**config.mk**
```make
export PLATFORM = sky130hd
export DESIGN_NAME = boundary_tag_allocator_core
export DESIGN_NICKNAME = d
export VERILOG_FILES = /design/src/sv/bta_pkg.sv /design/src/sv/bta_ctrl.sv /design/src/sv/bta_dp.sv /design/src/sv/boundary_tag_allocator_core.sv
export SDC_FILE = /design/constraint.sdc
export NUM_CORES = 2
export LEC_CHECK = 0
export BUFFER_PORTS_ARGS = -buffer_cell sky130_fd_sc_hd__buf_2
export CAP_MARGIN = 30
export CORE_UTILIZATION = 29
export DETAILED_ROUTE_END_ITERATION = 16
export PLACE_DENSITY = 0.54
export SLEW_MARGIN = 5
export SYNTH_ARGS = -nofsm -noshare
export SYNTH_HDL_FRONTEND = slang
export SYNTH_SLANG_ARGS = --single-unit
```
**constraint.sdc**
```tcl
create_clock -name clk -period 9.85 [get_ports clk]
set_input_delay 0.985 -clock clk [delete_from_list [all_inputs] [get_ports clk]]
set_output_delay 0.985 -clock clk [all_outputs]
set_load 0.05 [all_outputs]
```
**src/sv/bta_pkg.sv**
```systemverilog
// Package for the boundary-tag allocator: pool geometry, micro-operation codes,
// result codes and the command and status structs between controller and datapath.
// No dependencies.
package bta_pkg;

	localparam int MEM_WORDS = 64;
	localparam int AW = $clog2(MEM_WORDS);
	localparam int SW = AW + 1;

	typedef logic [AW-1:0] addr_t;
	typedef logic [SW-1:0] size_t;

	typedef enum logic [1:0] {
		ST_OK      = 2'd0,
		ST_NOFIT   = 2'd1,
		ST_BADFREE = 2'd2
	} st_t;

	typedef enum logic [5:0] {
		UOP_NOP, UOP_LOAD, UOP_CLR,
		UOP_A_START, UOP_A_RD, UOP_A_CHK,
		UOP_W1, UOP_W2, UOP_W3, UOP_W4,
		UOP_S1, UOP_S2, UOP_S3, UOP_S4,
		UOP_F_START, UOP_F_WRD, UOP_F_WCHK, UOP_F_TRD, UOP_F_TCHK,
		UOP_F_URD, UOP_F_UCHK, UOP_F_PRD, UOP_F_PCHK, UOP_F_NRD, UOP_F_NCHK,
		UOP_L1, UOP_L2, UOP_L3E, UOP_L3, UOP_L4, UOP_L5, UOP_L6,
		UOP_R1, UOP_M1, UOP_M2, UOP_M3, UOP_B1, UOP_B2,
		UOP_DONE
	} uop_t;

	typedef struct packed {
		uop_t uop;
		st_t  code;
	} cmd_t;

	typedef struct packed {
		logic clr_last;
		logic a_bad;
		logic fit;
		logic whole;
		logic wrap;
		logic single;
		logic w_ge;
		logic w_eq;
		logic zero_sz;
		logic hdr_used;
		logic a_zero;
		logic nx_out;
		logic lused;
		logic rused;
		logic empty;
		logic m_self;
		logic out_busy;
	} sts_t;

	// Map an out-of-range word index to word 0.
	function automatic addr_t ix(input size_t v);
		ix = (v < size_t'(MEM_WORDS)) ? v[AW-1:0] : '0;
	endfunction

	// Last word of a block that starts at p and holds s words.
	function automatic addr_t foot(input addr_t p, input size_t s);
		size_t t;
		t = size_t'(p) + ((s != '0) ? (s - size_t'(1)) : '0);
		foot = ix(t);
	endfunction

endpackage

```
**src/sv/bta_ctrl.sv**
```systemverilog
// Boundary-tag allocator controller: one-hot sequencer for clear, allocate and free.
// Depends on bta_pkg; drives bta_dp through cmd_t and reads sts_t.
module bta_ctrl (
	input  logic          clk,
	input  logic          arst_n,
	input  logic          s_tvalid,
	input  logic          req_type,
	input  bta_pkg::sts_t sts,
	output logic          s_tready,
	output bta_pkg::cmd_t cmd
);
	import bta_pkg::*;

	typedef enum logic [38:0] {
		S_IDLE    = 39'd1 << 0,  S_CLR     = 39'd1 << 1,  S_A_START = 39'd1 << 2,
		S_A_RD    = 39'd1 << 3,  S_A_CHK   = 39'd1 << 4,  S_W1      = 39'd1 << 5,
		S_W2      = 39'd1 << 6,  S_W3      = 39'd1 << 7,  S_W4      = 39'd1 << 8,
		S_S1      = 39'd1 << 9,  S_S2      = 39'd1 << 10, S_S3      = 39'd1 << 11,
		S_S4      = 39'd1 << 12, S_F_START = 39'd1 << 13, S_F_WRD   = 39'd1 << 14,
		S_F_WCHK  = 39'd1 << 15, S_F_TRD   = 39'd1 << 16, S_F_TCHK  = 39'd1 << 17,
		S_F_URD   = 39'd1 << 18, S_F_UCHK  = 39'd1 << 19, S_F_PRD   = 39'd1 << 20,
		S_F_PCHK  = 39'd1 << 21, S_F_NRD   = 39'd1 << 22, S_F_NCHK  = 39'd1 << 23,
		S_F_DISP  = 39'd1 << 24, S_L1      = 39'd1 << 25, S_L2      = 39'd1 << 26,
		S_L3E     = 39'd1 << 27, S_L3      = 39'd1 << 28, S_L4      = 39'd1 << 29,
		S_L5      = 39'd1 << 30, S_L6      = 39'd1 << 31, S_R1      = 39'd1 << 32,
		S_M1      = 39'd1 << 33, S_M2      = 39'd1 << 34, S_M3      = 39'd1 << 35,
		S_B1      = 39'd1 << 36, S_B2      = 39'd1 << 37, S_DONE    = 39'd1 << 38
	} state_t;

	state_t state_q, state_d;
	st_t    code_q, code_d;
	uop_t   uop;

	assign s_tready = (state_q == S_IDLE);
	assign cmd      = '{uop: uop, code: code_q};

	always_comb begin
		state_d = state_q;
		code_d  = code_q;
		uop     = UOP_NOP;
		unique case (state_q)
			S_CLR: begin
				uop = UOP_CLR;
				if (sts.clr_last) state_d = S_IDLE;
			end
			S_IDLE: begin
				if (s_tvalid) begin
					uop     = UOP_LOAD;
					code_d  = ST_OK;
					state_d = req_type ? S_F_START : S_A_START;
				end
			end
			S_A_START: begin
				uop = UOP_A_START;
				if (sts.a_bad) begin
					code_d  = ST_NOFIT;
					state_d = S_DONE;
				end else begin
					state_d = S_A_RD;
				end
			end
			S_A_RD: begin
				uop     = UOP_A_RD;
				state_d = S_A_CHK;
			end
			S_A_CHK: begin
				uop = UOP_A_CHK;
				if (sts.fit) state_d = sts.whole ? S_W1 : S_S1;
				else if (sts.wrap) begin
					code_d  = ST_NOFIT;
					state_d = S_DONE;
				end else state_d = S_A_RD;
			end
			S_W1: begin
				uop     = UOP_W1;
				state_d = sts.single ? S_W3 : S_W2;
			end
			S_W2: begin uop = UOP_W2; state_d = S_W3; end
			S_W3: begin uop = UOP_W3; state_d = S_W4; end
			S_W4: begin uop = UOP_W4; state_d = S_DONE; end
			S_S1: begin uop = UOP_S1; state_d = S_S2; end
			S_S2: begin uop = UOP_S2; state_d = S_S3; end
			S_S3: begin uop = UOP_S3; state_d = S_S4; end
			S_S4: begin uop = UOP_S4; state_d = S_DONE; end
			S_F_START: begin uop = UOP_F_START; state_d = S_F_WRD; end
			S_F_WRD: begin
				uop = UOP_F_WRD;
				if (sts.w_ge) begin
					if (sts.w_eq) state_d = S_F_TRD;
					else begin
						code_d  = ST_BADFREE;
						state_d = S_DONE;
					end
				end else state_d = S_F_WCHK;
			end
			S_F_WCHK: begin
				uop = UOP_F_WCHK;
				if (sts.zero_sz) begin
					code_d  = ST_BADFREE;
					state_d = S_DONE;
				end else state_d = S_F_WRD;
			end
			S_F_TRD: begin uop = UOP_F_TRD; state_d = S_F_TCHK; end
			S_F_TCHK: begin
				uop = UOP_F_TCHK;
				if (!sts.hdr_used) begin
					code_d  = ST_BADFREE;
					state_d = S_DONE;
				end else state_d = sts.a_zero ? S_F_NRD : S_F_URD;
			end
			S_F_URD:  begin uop = UOP_F_URD;  state_d = S_F_UCHK; end
			S_F_UCHK: begin uop = UOP_F_UCHK; state_d = S_F_PRD;  end
			S_F_PRD:  begin uop = UOP_F_PRD;  state_d = S_F_PCHK; end
			S_F_PCHK: begin uop = UOP_F_PCHK; state_d = S_F_NRD;  end
			S_F_NRD: begin
				uop     = UOP_F_NRD;
				state_d = sts.nx_out ? S_F_DISP : S_F_NCHK;
			end
			S_F_NCHK: begin uop = UOP_F_NCHK; state_d = S_F_DISP; end
			S_F_DISP: begin
				if (sts.lused && sts.rused) state_d = S_L1;
				else if (sts.rused) state_d = S_R1;
				else if (sts.lused) state_d = S_M1;
				else state_d = S_B1;
			end
			S_L1: begin uop = UOP_L1; state_d = S_L2; end
			S_L2: begin
				uop     = UOP_L2;
				state_d = sts.empty ? S_L3E : S_L3;
			end
			S_L3E: begin uop = UOP_L3E; state_d = S_DONE; end
			S_L3:  begin uop = UOP_L3;  state_d = S_L4;   end
			S_L4:  begin uop = UOP_L4;  state_d = S_L5;   end
			S_L5:  begin uop = UOP_L5;  state_d = S_L6;   end
			S_L6:  begin uop = UOP_L6;  state_d = S_DONE; end
			S_R1:  begin uop = UOP_R1;  state_d = S_DONE; end
			S_M1: begin
				uop     = UOP_M1;
				state_d = sts.m_self ? S_DONE : S_M2;
			end
			S_M2: begin uop = UOP_M2; state_d = S_M3;   end
			S_M3: begin uop = UOP_M3; state_d = S_DONE; end
			S_B1: begin uop = UOP_B1; state_d = S_B2;   end
			S_B2: begin uop = UOP_B2; state_d = S_DONE; end
			S_DONE: begin
				if (!sts.out_busy) begin
					uop     = UOP_DONE;
					state_d = S_IDLE;
				end
			end
			default: state_d = S_IDLE;
		endcase
	end

	always_ff @(posedge clk or negedge arst_n) begin
		if (!arst_n) begin
			state_q <= S_CLR;
			code_q  <= ST_OK;
		end else begin
			state_q <= state_d;
			code_q  <= code_d;
		end
	end

endmodule

```
**src/sv/bta_dp.sv**
```systemverilog
// Datapath of the boundary-tag allocator: the five word-field memories, the walk and
// merge registers, the rover, the configuration register and the result register.
// Depends on bta_pkg; commanded by bta_ctrl.
module bta_dp (
	input  logic          clk,
	input  logic          arst_n,
	input  bta_pkg::cmd_t cmd,
	output bta_pkg::sts_t sts,
	input  logic [15:0]   s_tdata,
	input  logic          cfg_valid,
	input  logic [3:0]    cfg_data,
	output logic          m_tvalid,
	input  logic          m_tready,
	output logic [15:0]   m_tdata,
	output logic [1:0]    m_tuser
);
	import bta_pkg::*;

	logic  mem_tag [MEM_WORDS];
	size_t mem_size [MEM_WORDS];
	addr_t mem_left [MEM_WORDS];
	addr_t mem_right [MEM_WORDS];
	addr_t mem_up [MEM_WORDS];

	logic  rd_tag;
	size_t rd_size;
	addr_t rd_left, rd_right, rd_up, rd_addr;

	logic  we_tag, we_size, we_left, we_right, we_up;
	addr_t wa_tag, wa_size, wa_left, wa_right, wa_up;
	logic  wd_tag;
	size_t wd_size;
	addr_t wd_left, wd_right, wd_up;

	addr_t p_q, a_q, lp_q, rp_q, f_q, q_q, pre_q, ql_q, rr_q, q2_q, fn_q, clr_q;
	addr_t rover_q, res_addr_q, out_addr_q;
	size_t n_q, w_q, sp_q, sa_q, nx_q, spre_q, snx_q, res_size_q, out_size_q;
	logic  lused_q, rused_q, empty_q, out_valid_q;
	logic [3:0] minrem_q;
	st_t   out_st_q;

	size_t diff, f7;
	addr_t fa, rover_nx;

	assign diff = sp_q - n_q;
	assign f7   = size_t'(p_q) + diff - size_t'(1);
	assign fa   = foot(a_q, sa_q);
	// Rover follows a free block that a merge swallows.
	assign rover_nx = (size_t'(rover_q) == nx_q) ? ((cmd.uop == UOP_B1) ? pre_q : a_q) : rover_q;

	always_comb begin
		case (cmd.uop)
			UOP_A_RD:  rd_addr = p_q;
			UOP_F_WRD: rd_addr = w_q[AW-1:0];
			UOP_F_TRD: rd_addr = a_q;
			UOP_F_URD: rd_addr = a_q - addr_t'(1);
			UOP_F_PRD: rd_addr = pre_q;
			UOP_F_NRD: rd_addr = nx_q[AW-1:0];
			UOP_L3:    rd_addr = rover_q;
			default:   rd_addr = '0;
		endcase
	end

	always_comb begin
		we_tag = 1'b0; wa_tag = '0; wd_tag = 1'b0;
		we_size = 1'b0; wa_size = '0; wd_size = '0;
		we_left = 1'b0; wa_left = '0; wd_left = '0;
		we_right = 1'b0; wa_right = '0; wd_right = '0;
		we_up = 1'b0; wa_up = '0; wd_up = '0;
		case (cmd.uop)
			UOP_CLR: begin
				we_tag = 1'b1; wa_tag = clr_q;
				we_size = 1'b1; wa_size = clr_q;
				wd_size = (clr_q == '0) ? size_t'(MEM_WORDS) : '0;
				we_left = 1'b1; wa_left = clr_q;
				we_right = 1'b1; wa_right = clr_q;
				we_up = 1'b1; wa_up = clr_q;
			end
			UOP_W1: begin
				we_left = !sts.single; wa_left = rp_q; wd_left = lp_q;
			end
			UOP_W2: begin we_right = 1'b1; wa_right = lp_q; wd_right = rp_q; end
			UOP_W3: begin we_tag = 1'b1; wa_tag = p_q; wd_tag = 1'b1; end
			UOP_W4: begin
				we_tag = 1'b1; wa_tag = foot(p_q, sp_q); wd_tag = 1'b1;
				we_up = 1'b1; wa_up = foot(p_q, sp_q); wd_up = p_q;
			end
			UOP_S1: begin we_size = 1'b1; wa_size = p_q; wd_size = diff; end
			UOP_S2: begin
				we_tag = 1'b1; wa_tag = f_q; wd_tag = 1'b0;
				we_up = 1'b1; wa_up = f_q; wd_up = p_q;
			end
			UOP_S3: begin
				we_size = 1'b1; wa_size = q_q; wd_size = n_q;
				we_tag = 1'b1; wa_tag = q_q; wd_tag = 1'b1;
			end
			UOP_S4: begin
				we_tag = 1'b1; wa_tag = foot(q_q, n_q); wd_tag = 1'b1;
				we_up = 1'b1; wa_up = foot(q_q, n_q); wd_up = q_q;
			end
			UOP_L1: begin we_tag = 1'b1; wa_tag = a_q; wd_tag = 1'b0; end
			UOP_L2: begin
				we_tag = 1'b1; wa_tag = fa; wd_tag = 1'b0;
				we_up = 1'b1; wa_up = fa; wd_up = a_q;
			end
			UOP_L3E: begin
				we_left = 1'b1; wa_left = a_q; wd_left = a_q;
				we_right = 1'b1; wa_right = a_q; wd_right = a_q;
			end
			UOP_L4: begin
				we_left = 1'b1; wa_left = a_q; wd_left = rd_left;
				we_right = 1'b1; wa_right = a_q; wd_right = rover_q;
			end
			UOP_L5: begin we_right = 1'b1; wa_right = q2_q; wd_right = a_q; end
			UOP_L6: begin we_left = 1'b1; wa_left = rover_q; wd_left = a_q; end
			UOP_R1: begin
				we_size = 1'b1; wa_size = pre_q; wd_size = spre_q + sa_q;
				we_tag = 1'b1; wa_tag = fa; wd_tag = 1'b0;
				we_up = 1'b1; wa_up = fa; wd_up = pre_q;
			end
			UOP_M1: begin
				we_tag = 1'b1; wa_tag = a_q; wd_tag = 1'b0;
				we_left = 1'b1; wa_left = a_q; wd_left = sts.m_self ? a_q : ql_q;
				we_right = 1'b1; wa_right = a_q; wd_right = sts.m_self ? a_q : rr_q;
				we_size = 1'b1; wa_size = a_q; wd_size = sa_q + snx_q;
				we_up = 1'b1; wa_up = fn_q; wd_up = a_q;
			end
			UOP_M2: begin we_right = 1'b1; wa_right = ql_q; wd_right = a_q; end
			UOP_M3: begin we_left = 1'b1; wa_left = rr_q; wd_left = a_q; end
			UOP_B1: begin
				we_size = 1'b1; wa_size = pre_q; wd_size = spre_q + sa_q + snx_q;
				we_right = 1'b1; wa_right = ql_q; wd_right = rr_q;
				we_up = 1'b1; wa_up = fn_q; wd_up = pre_q;
			end
			UOP_B2: begin we_left = 1'b1; wa_left = rr_q; wd_left = ql_q; end
			default: ;
		endcase
	end

	always_ff @(posedge clk) begin
		if (we_tag) mem_tag[wa_tag] <= wd_tag;
		if (we_size) mem_size[wa_size] <= wd_size;
		if (we_left) mem_left[wa_left] <= wd_left;
		if (we_right) mem_right[wa_right] <= wd_right;
		if (we_up) mem_up[wa_up] <= wd_up;
		rd_tag   <= mem_tag[rd_addr];
		rd_size  <= mem_size[rd_addr];
		rd_left  <= mem_left[rd_addr];
		rd_right <= mem_right[rd_addr];
		rd_up    <= mem_up[rd_addr];
	end

	// Working registers of the current transaction.
	always_ff @(posedge clk) begin
		case (cmd.uop)
			UOP_LOAD: begin
				n_q <= s_tdata[6:0];
				a_q <= s_tdata[12:7];
			end
			UOP_A_START: begin
				p_q <= rover_q;
				res_addr_q <= '0;
				res_size_q <= '0;
			end
			UOP_A_CHK: begin
				if (sts.fit) begin
					sp_q <= rd_size;
					lp_q <= rd_left;
					rp_q <= rd_right;
				end else p_q <= rd_right;
			end
			UOP_W3: begin
				res_addr_q <= p_q;
				res_size_q <= sp_q;
			end
			UOP_S1: f_q <= ix(f7);
			UOP_S2: q_q <= ix(size_t'(f_q) + size_t'(1));
			UOP_S3: begin
				res_addr_q <= q_q;
				res_size_q <= n_q;
			end
			UOP_F_START: begin
				w_q <= '0;
				res_addr_q <= '0;
				res_size_q <= '0;
			end
			UOP_F_WCHK: w_q <= w_q + rd_size;
			UOP_F_TCHK: begin
				sa_q <= rd_size;
				nx_q <= size_t'(a_q) + rd_size;
				lused_q <= 1'b1;
			end
			UOP_F_UCHK: pre_q <= rd_up;
			UOP_F_PCHK: begin
				lused_q <= rd_tag;
				spre_q <= rd_size;
			end
			UOP_F_NRD: rused_q <= 1'b1;
			UOP_F_NCHK: begin
				rused_q <= rd_tag;
				snx_q <= rd_size;
				ql_q <= rd_left;
				rr_q <= rd_right;
				fn_q <= foot(nx_q[AW-1:0], rd_size);
			end
			UOP_L4: q2_q <= rd_left;
			UOP_DONE: begin
				out_st_q <= cmd.code;
				out_addr_q <= res_addr_q;
				out_size_q <= res_size_q;
			end
			default: ;
		endcase
	end

	always_ff @(posedge clk or negedge arst_n) begin
		if (!arst_n) begin
			clr_q <= '0;
			rover_q <= '0;
			empty_q <= 1'b0;
			minrem_q <= 4'd1;
			out_valid_q <= 1'b0;
		end else begin
			if (cfg_valid) minrem_q <= cfg_data;
			if (cmd.uop == UOP_CLR) clr_q <= clr_q + addr_t'(1);
			case (cmd.uop)
				UOP_A_CHK: if (sts.fit) rover_q <= rd_right;
				UOP_W1:    if (sts.single) empty_q <= 1'b1;
				UOP_L3E: begin
					empty_q <= 1'b0;
					rover_q <= a_q;
				end
				UOP_L6:    rover_q <= a_q;
				UOP_M1, UOP_B1: rover_q <= rover_nx;
				default: ;
			endcase
			if (cmd.uop == UOP_DONE) out_valid_q <= 1'b1;
			else if (m_tready) out_valid_q <= 1'b0;
		end
	end

	always_comb begin
		sts.clr_last = (clr_q == addr_t'(MEM_WORDS - 1));
		sts.a_bad    = empty_q || (n_q == '0);
		sts.fit      = (rd_size >= n_q);
		sts.whole    = ((rd_size - n_q) <= size_t'(minrem_q));
		sts.wrap     = (rd_right == rover_q);
		sts.single   = (rp_q == p_q);
		sts.w_ge     = (w_q >= size_t'(a_q));
		sts.w_eq     = (w_q == size_t'(a_q));
		sts.zero_sz  = (rd_size == '0);
		sts.hdr_used = rd_tag;
		sts.a_zero   = (a_q == '0);
		sts.nx_out   = (nx_q >= size_t'(MEM_WORDS));
		sts.lused    = lused_q;
		sts.rused    = rused_q;
		sts.empty    = empty_q;
		sts.m_self   = (size_t'(ql_q) == nx_q);
		sts.out_busy = out_valid_q && !m_tready;
	end

	assign m_tvalid = out_valid_q;
	assign m_tdata  = {3'b000, out_size_q, out_addr_q};
	assign m_tuser  = out_st_q;

	a_nofit_zero: assert property (@(posedge clk) disable iff (!arst_n)
		out_valid_q && out_st_q == ST_NOFIT |-> out_size_q == '0 && out_addr_q == '0)
		else $error("failed allocate reports a block");
	a_bad_zero: assert property (@(posedge clk) disable iff (!arst_n)
		out_valid_q && out_st_q == ST_BADFREE |-> out_size_q == '0 && out_addr_q == '0)
		else $error("rejected free reports a block");
	a_load_only: assert property (@(posedge clk) disable iff (!arst_n)
		$rose(out_valid_q) |-> $past(cmd.uop == UOP_DONE))
		else $error("result register loaded without a finish command");

endmodule

```
**src/sv/boundary_tag_allocator_core.sv**
```systemverilog
// Boundary-tag allocator core: a 64-word pool with first-fit allocate and coalescing free.
// Allocate visits free blocks in list order from the rover; free walks block headers from word 0
// up to the freed start. One transaction at a time: a request can be accepted in the same cycle
// as the previous result appears, and a result still waiting in the output register holds
// the next one. Reset is asynchronous and active low; a clearing pass over every pool word
// then builds one free pool-wide block.
module boundary_tag_allocator_core (
	input  logic        clk,
	input  logic        arst_n,
	// Request stream.
	input  logic        s_tvalid,
	output logic        s_tready,
	input  logic [15:0] s_tdata,   // [6:0] alloc_size, [12:7] free_addr, [15:13] zero
	input  logic [0:0]  s_tuser,   // [0] req_type: 0 allocate, 1 free
	// Result stream.
	output logic        m_tvalid,
	input  logic        m_tready,
	output logic [15:0] m_tdata,   // [5:0] block_addr, [12:6] block_size, [15:13] zero
	output logic [1:0]  m_tuser,   // [1:0] status
	// Configuration: min_remainder.
	input  logic        cfg_valid,
	output logic        cfg_ready,
	input  logic [3:0]  cfg_data
);
	import bta_pkg::*;

	cmd_t cmd;
	sts_t sts;

	// Always writable: the user must write the configuration register only while idle (unchecked).
	assign cfg_ready = 1'b1;

	// The controller sequences each transaction as a string of micro-operations;
	// memory reads are registered, so read data is there in the cycle after its address is issued.
	bta_ctrl u_ctrl (
		.clk      (clk),
		.arst_n   (arst_n),
		.s_tvalid (s_tvalid),
		.req_type (s_tuser[0]),
		.sts      (sts),
		.s_tready (s_tready),
		.cmd      (cmd)
	);

	// The datapath holds the tag, size, link and uplink memories and the result register.
	bta_dp u_dp (
		.clk       (clk),
		.arst_n    (arst_n),
		.cmd       (cmd),
		.sts       (sts),
		.s_tdata   (s_tdata),
		.cfg_valid (cfg_valid),
		.cfg_data  (cfg_data),
		.m_tvalid  (m_tvalid),
		.m_tready  (m_tready),
		.m_tdata   (m_tdata),
		.m_tuser   (m_tuser)
	);

endmodule

```
==> impl_metrics.tcl <==
set metrics [dict create \
    status "finished clean" \
    fin_cells 10140 \
    antenna_found_initial 7 \
    clk_pin_slew_ps 60 \
    synth_flop_cell "edfxtp_1" \
    skew_ps 37.49 \
    met3_usage_pct 2.975 \
    drc 0 \
    setup_viol 0 \
    grt.overflow.total 0 \
    worstPathCellList "or3_1 -> or2_2 -> nor3b_1 -> nor2_1 -> ha_1 -> fa_1 -> a21o_1 -> a21oi_1 -> o21bai_1 -> a21oi_1 -> xor2_1 -> nor2_1 -> a222oi_1 -> nand2_1 -> a221oi_1 -> nand3_1 -> nor2_1" \
    portBuffers 39 \
    report.final.slew_viol_count 0 \
    cts-resized-gates 0 \
    grt_max_degree 168 \
    coreArea_sq_um 282000 \
    std_cell_rows 195 \
    synth_area_leaders "edfxtp_1 (66%), nand2_1 (4.0%), mux2i_1 (4.0%), a211oi_1 (2.3%), nand3_1 (2.2%)" \
    cts_tree "done" \
    setup_ws_ps 3100 \
    die_w_microns 534.2 \
    cts_sinks 1894 \
    max_cap_viol_count 0 \
    pre_cts_ws_ps 2797 \
    synthCells 6258 \
    syn_avg_cell_area_sq_um 13.12 \
    hpwl_microns 161500 \
    grt_pass1_wl_microns 375100 \
    yosys_warnings 0 \
    layout.nets 6374 \
    yosysTopAreaCell "edfxtp_1" \
    max_slew_margin_pct 23.69 \
    clock_path_buffers 3 \
    numCtsBuffers 192 \
    grt_use_total_pct 17.93 \
    wl_per_cell_microns 25.93 \
    final_cell_mix "edfxtp_1 (1,809), nand2_1 (860), nor2_1 (461), nand3_1 (354), mux2i_1 (328)" \
    final_common_cell "edfxtp_1" \
    fmax_mhz 148.1 \
    path_buf_inv 0 \
    path_depth 17 \
    routed_wl_microns 263000 \
    cp-start-kind "flop" \
    period_share_pct 68.53 \
    root_buffer "clkbuf_16" \
    p_per_area_nw_per_um2 192.4 \
    grt_use_met1_pct 24.73 \
    hold_ws_ps 312.0 \
    hp-class "primary input to flop" \
    crit_required_ps 10330 \
    dp_cells 9788 \
    place_congestion 0.9298 \
    post-cts-setup-buffer-count 0 \
    holdPathStages 1 \
    viasPerCell 5.338 \
    ant_nets 0 \
    period_needed_ps 6750 \
    drive_gt1_share_pct 8.693 \
    syn_to_final_growth_pct 13.23 \
    p_leak_nw 32.60 \
    async_flop_share_pct 3.115 \
    max_stage_delay_ps 820 \
    synth.cell_area_sq_um 82130 \
    htree_num_levels 4 \
    rsz0062_at_grt "no" \
    finalHoldViolations 0 \
    die-area_sq_um 285300 \
    tightest_slew_ps 1145 \
    insertion_delay_ps 850 \
    start_util_pct 29.12 \
    crit_family "simple AND/OR/NAND/NOR gates" \
    yosysUniqueCellTypes 91 \
    crit_top_cell "nor2_1" \
    die_h_microns 534.2 \
    top_usage_layer "met2" \
    ys_seq_area_share_pct 68.58 \
    use_met2_pct 28.18 \
    totalPowerFinal_mw 17.89 \
    grt_pass1_vias 51710 \
    cp_max_fo 8 \
    crit_slowest_cell "nand3_1" \
    postCtsHoldBufs 0 \
    end_kind "flop" \
    r2r_cells 17 \
    dr.pass1.iters 13 \
    setup_tns_ps 0 \
    ios 47 \
    crit_arrival_ps 7230 \
    netlist.area_leader.share_pct 66.14 \
    vias 54150 \
    ys_ff_latch 1894 \
    drt_iter0_markers 6218 \
    critPathKind "flop to flop" \
    ir_drop_mv 0.1451 \
    synth_edf_count 1809 \
]
[metal layers]
metal	share of wire [%]	vias to the layer above
li1	-	23690
met1	43	27480
met2	46	2475
met3	8.0	499
met4	3.9	0
met5	0	-
[power breakdown]
| part | internal (mW) | total, mW | leakage (nW) | switching (mW) |
|---|---|---|---|---|
| Clock | 4.09 | 7.18 | 2.97 | 3.09 |
| Sequential | 8.82 | 8.95 | 17.4 | 0.130 |
| Combinational | 0.575 | 1.76 | 12.2 | 1.18 |
[sequential cells by signal (all words and copies together), names as in the netlist, 39 cells and up]
name and cells:
u_ctrl.state_q 39, u_dp.mem_left 384, u_dp.mem_right 384, u_dp.mem_size 448, u_dp.mem_tag 64, u_dp.mem_up 384
[kinds of logic (layout without fill, tap and decap cells)]
kind of cell               count (synthesis)  after routing  synth area share (%)
other                                      2              9              0.009144
and+or+nand+nor                         2270           2270                 12.84
xor gates and xnor gates                 114            114                 1.216
adders and majority gates                105            105                 1.700
AOI/OAI and AO/OA                       1055           1055                 9.125
DFF                                     1894           1894                 68.58
buffers and inverters                    474            610                 2.314
muxes                                    344            344                 4.217
[cell type report]
| type | count | area (sq um) |
|---|---|---|
| Clock buffer | 245 | 5139 |
| Sequential cell | 1894 | 56320 |
| Multi-Input combinational cell | 3892 | 24220 |
| Tap cell | 3743 | 4683 |
| Inverter | 85 | 319.1 |
| Timing Repair Buffer | 178 | 1371 |
| Clock inverter | 102 | 929.6 |
| Antenna cell | 5 | 12.51 |
| Fill cell | 27700 | 189000 |
[stage by stage]
stage | util, % | cell area [sq um]
floorplan | - | 82140
global placement | 30.78 | 86810
detailed placement | 30.81 | 86890
CTS | 32.96 | 92960
global route | 32.97 | 92990
finish | 32.97 | 93000
[path summary, 6_finish.rpt]
path | end | slack, ps | start
max | u_dp.mem_up[17][0]$_DFFE_PP_ | 3100 | u_dp.sa_q[2]$_DFFE_PP_
min | u_dp.n_q[6]$_DFFE_PN_ | 310 | s_tdata[6]
max reg2reg | u_dp.mem_up[17][0]$_DFFE_PP_ | 3100 | u_dp.sa_q[2]$_DFFE_PP_
min reg2reg | u_dp.pre_q[2]$_DFFE_PN_ | 400 | u_dp.rd_up[2]$_DFF_P_
max in group asynchronous | u_dp.clr_q[5]$_DFFE_PN0N_ | 8950 | arst_n
min in group asynchronous | u_ctrl.state_q[4]$_DFFE_PN0P_ | 340 | arst_n
[synth_stat cells, types with 20 or more instances]
cell,count
edfxtp_1,1809
nand2_1,880
nor2_1,471
nand3_1,354
mux2i_1,328
clkbuf_1,269
a211oi_1,248
a21oi_1,220
o21ai_0,111
and2_1,104
nor3_1,97
ha_1,94
inv_1,84
and3_1,68
xnor2_1,67
a221oi_1,63
and2_0,60
buf_1,60
dfrtp_1,57
a31oi_1,49
buf_2,48
xor2_1,47
a21o_1,45
a222oi_1,43
nor2b_1,33
o22ai_1,33
or3_1,29
a221o_1,27
dfxtp_1,26
nand4_1,25
nor4_1,24
o221ai_1,23
a32oi_1,22
nand2b_1,20
(Power assumes the default switching activity.)
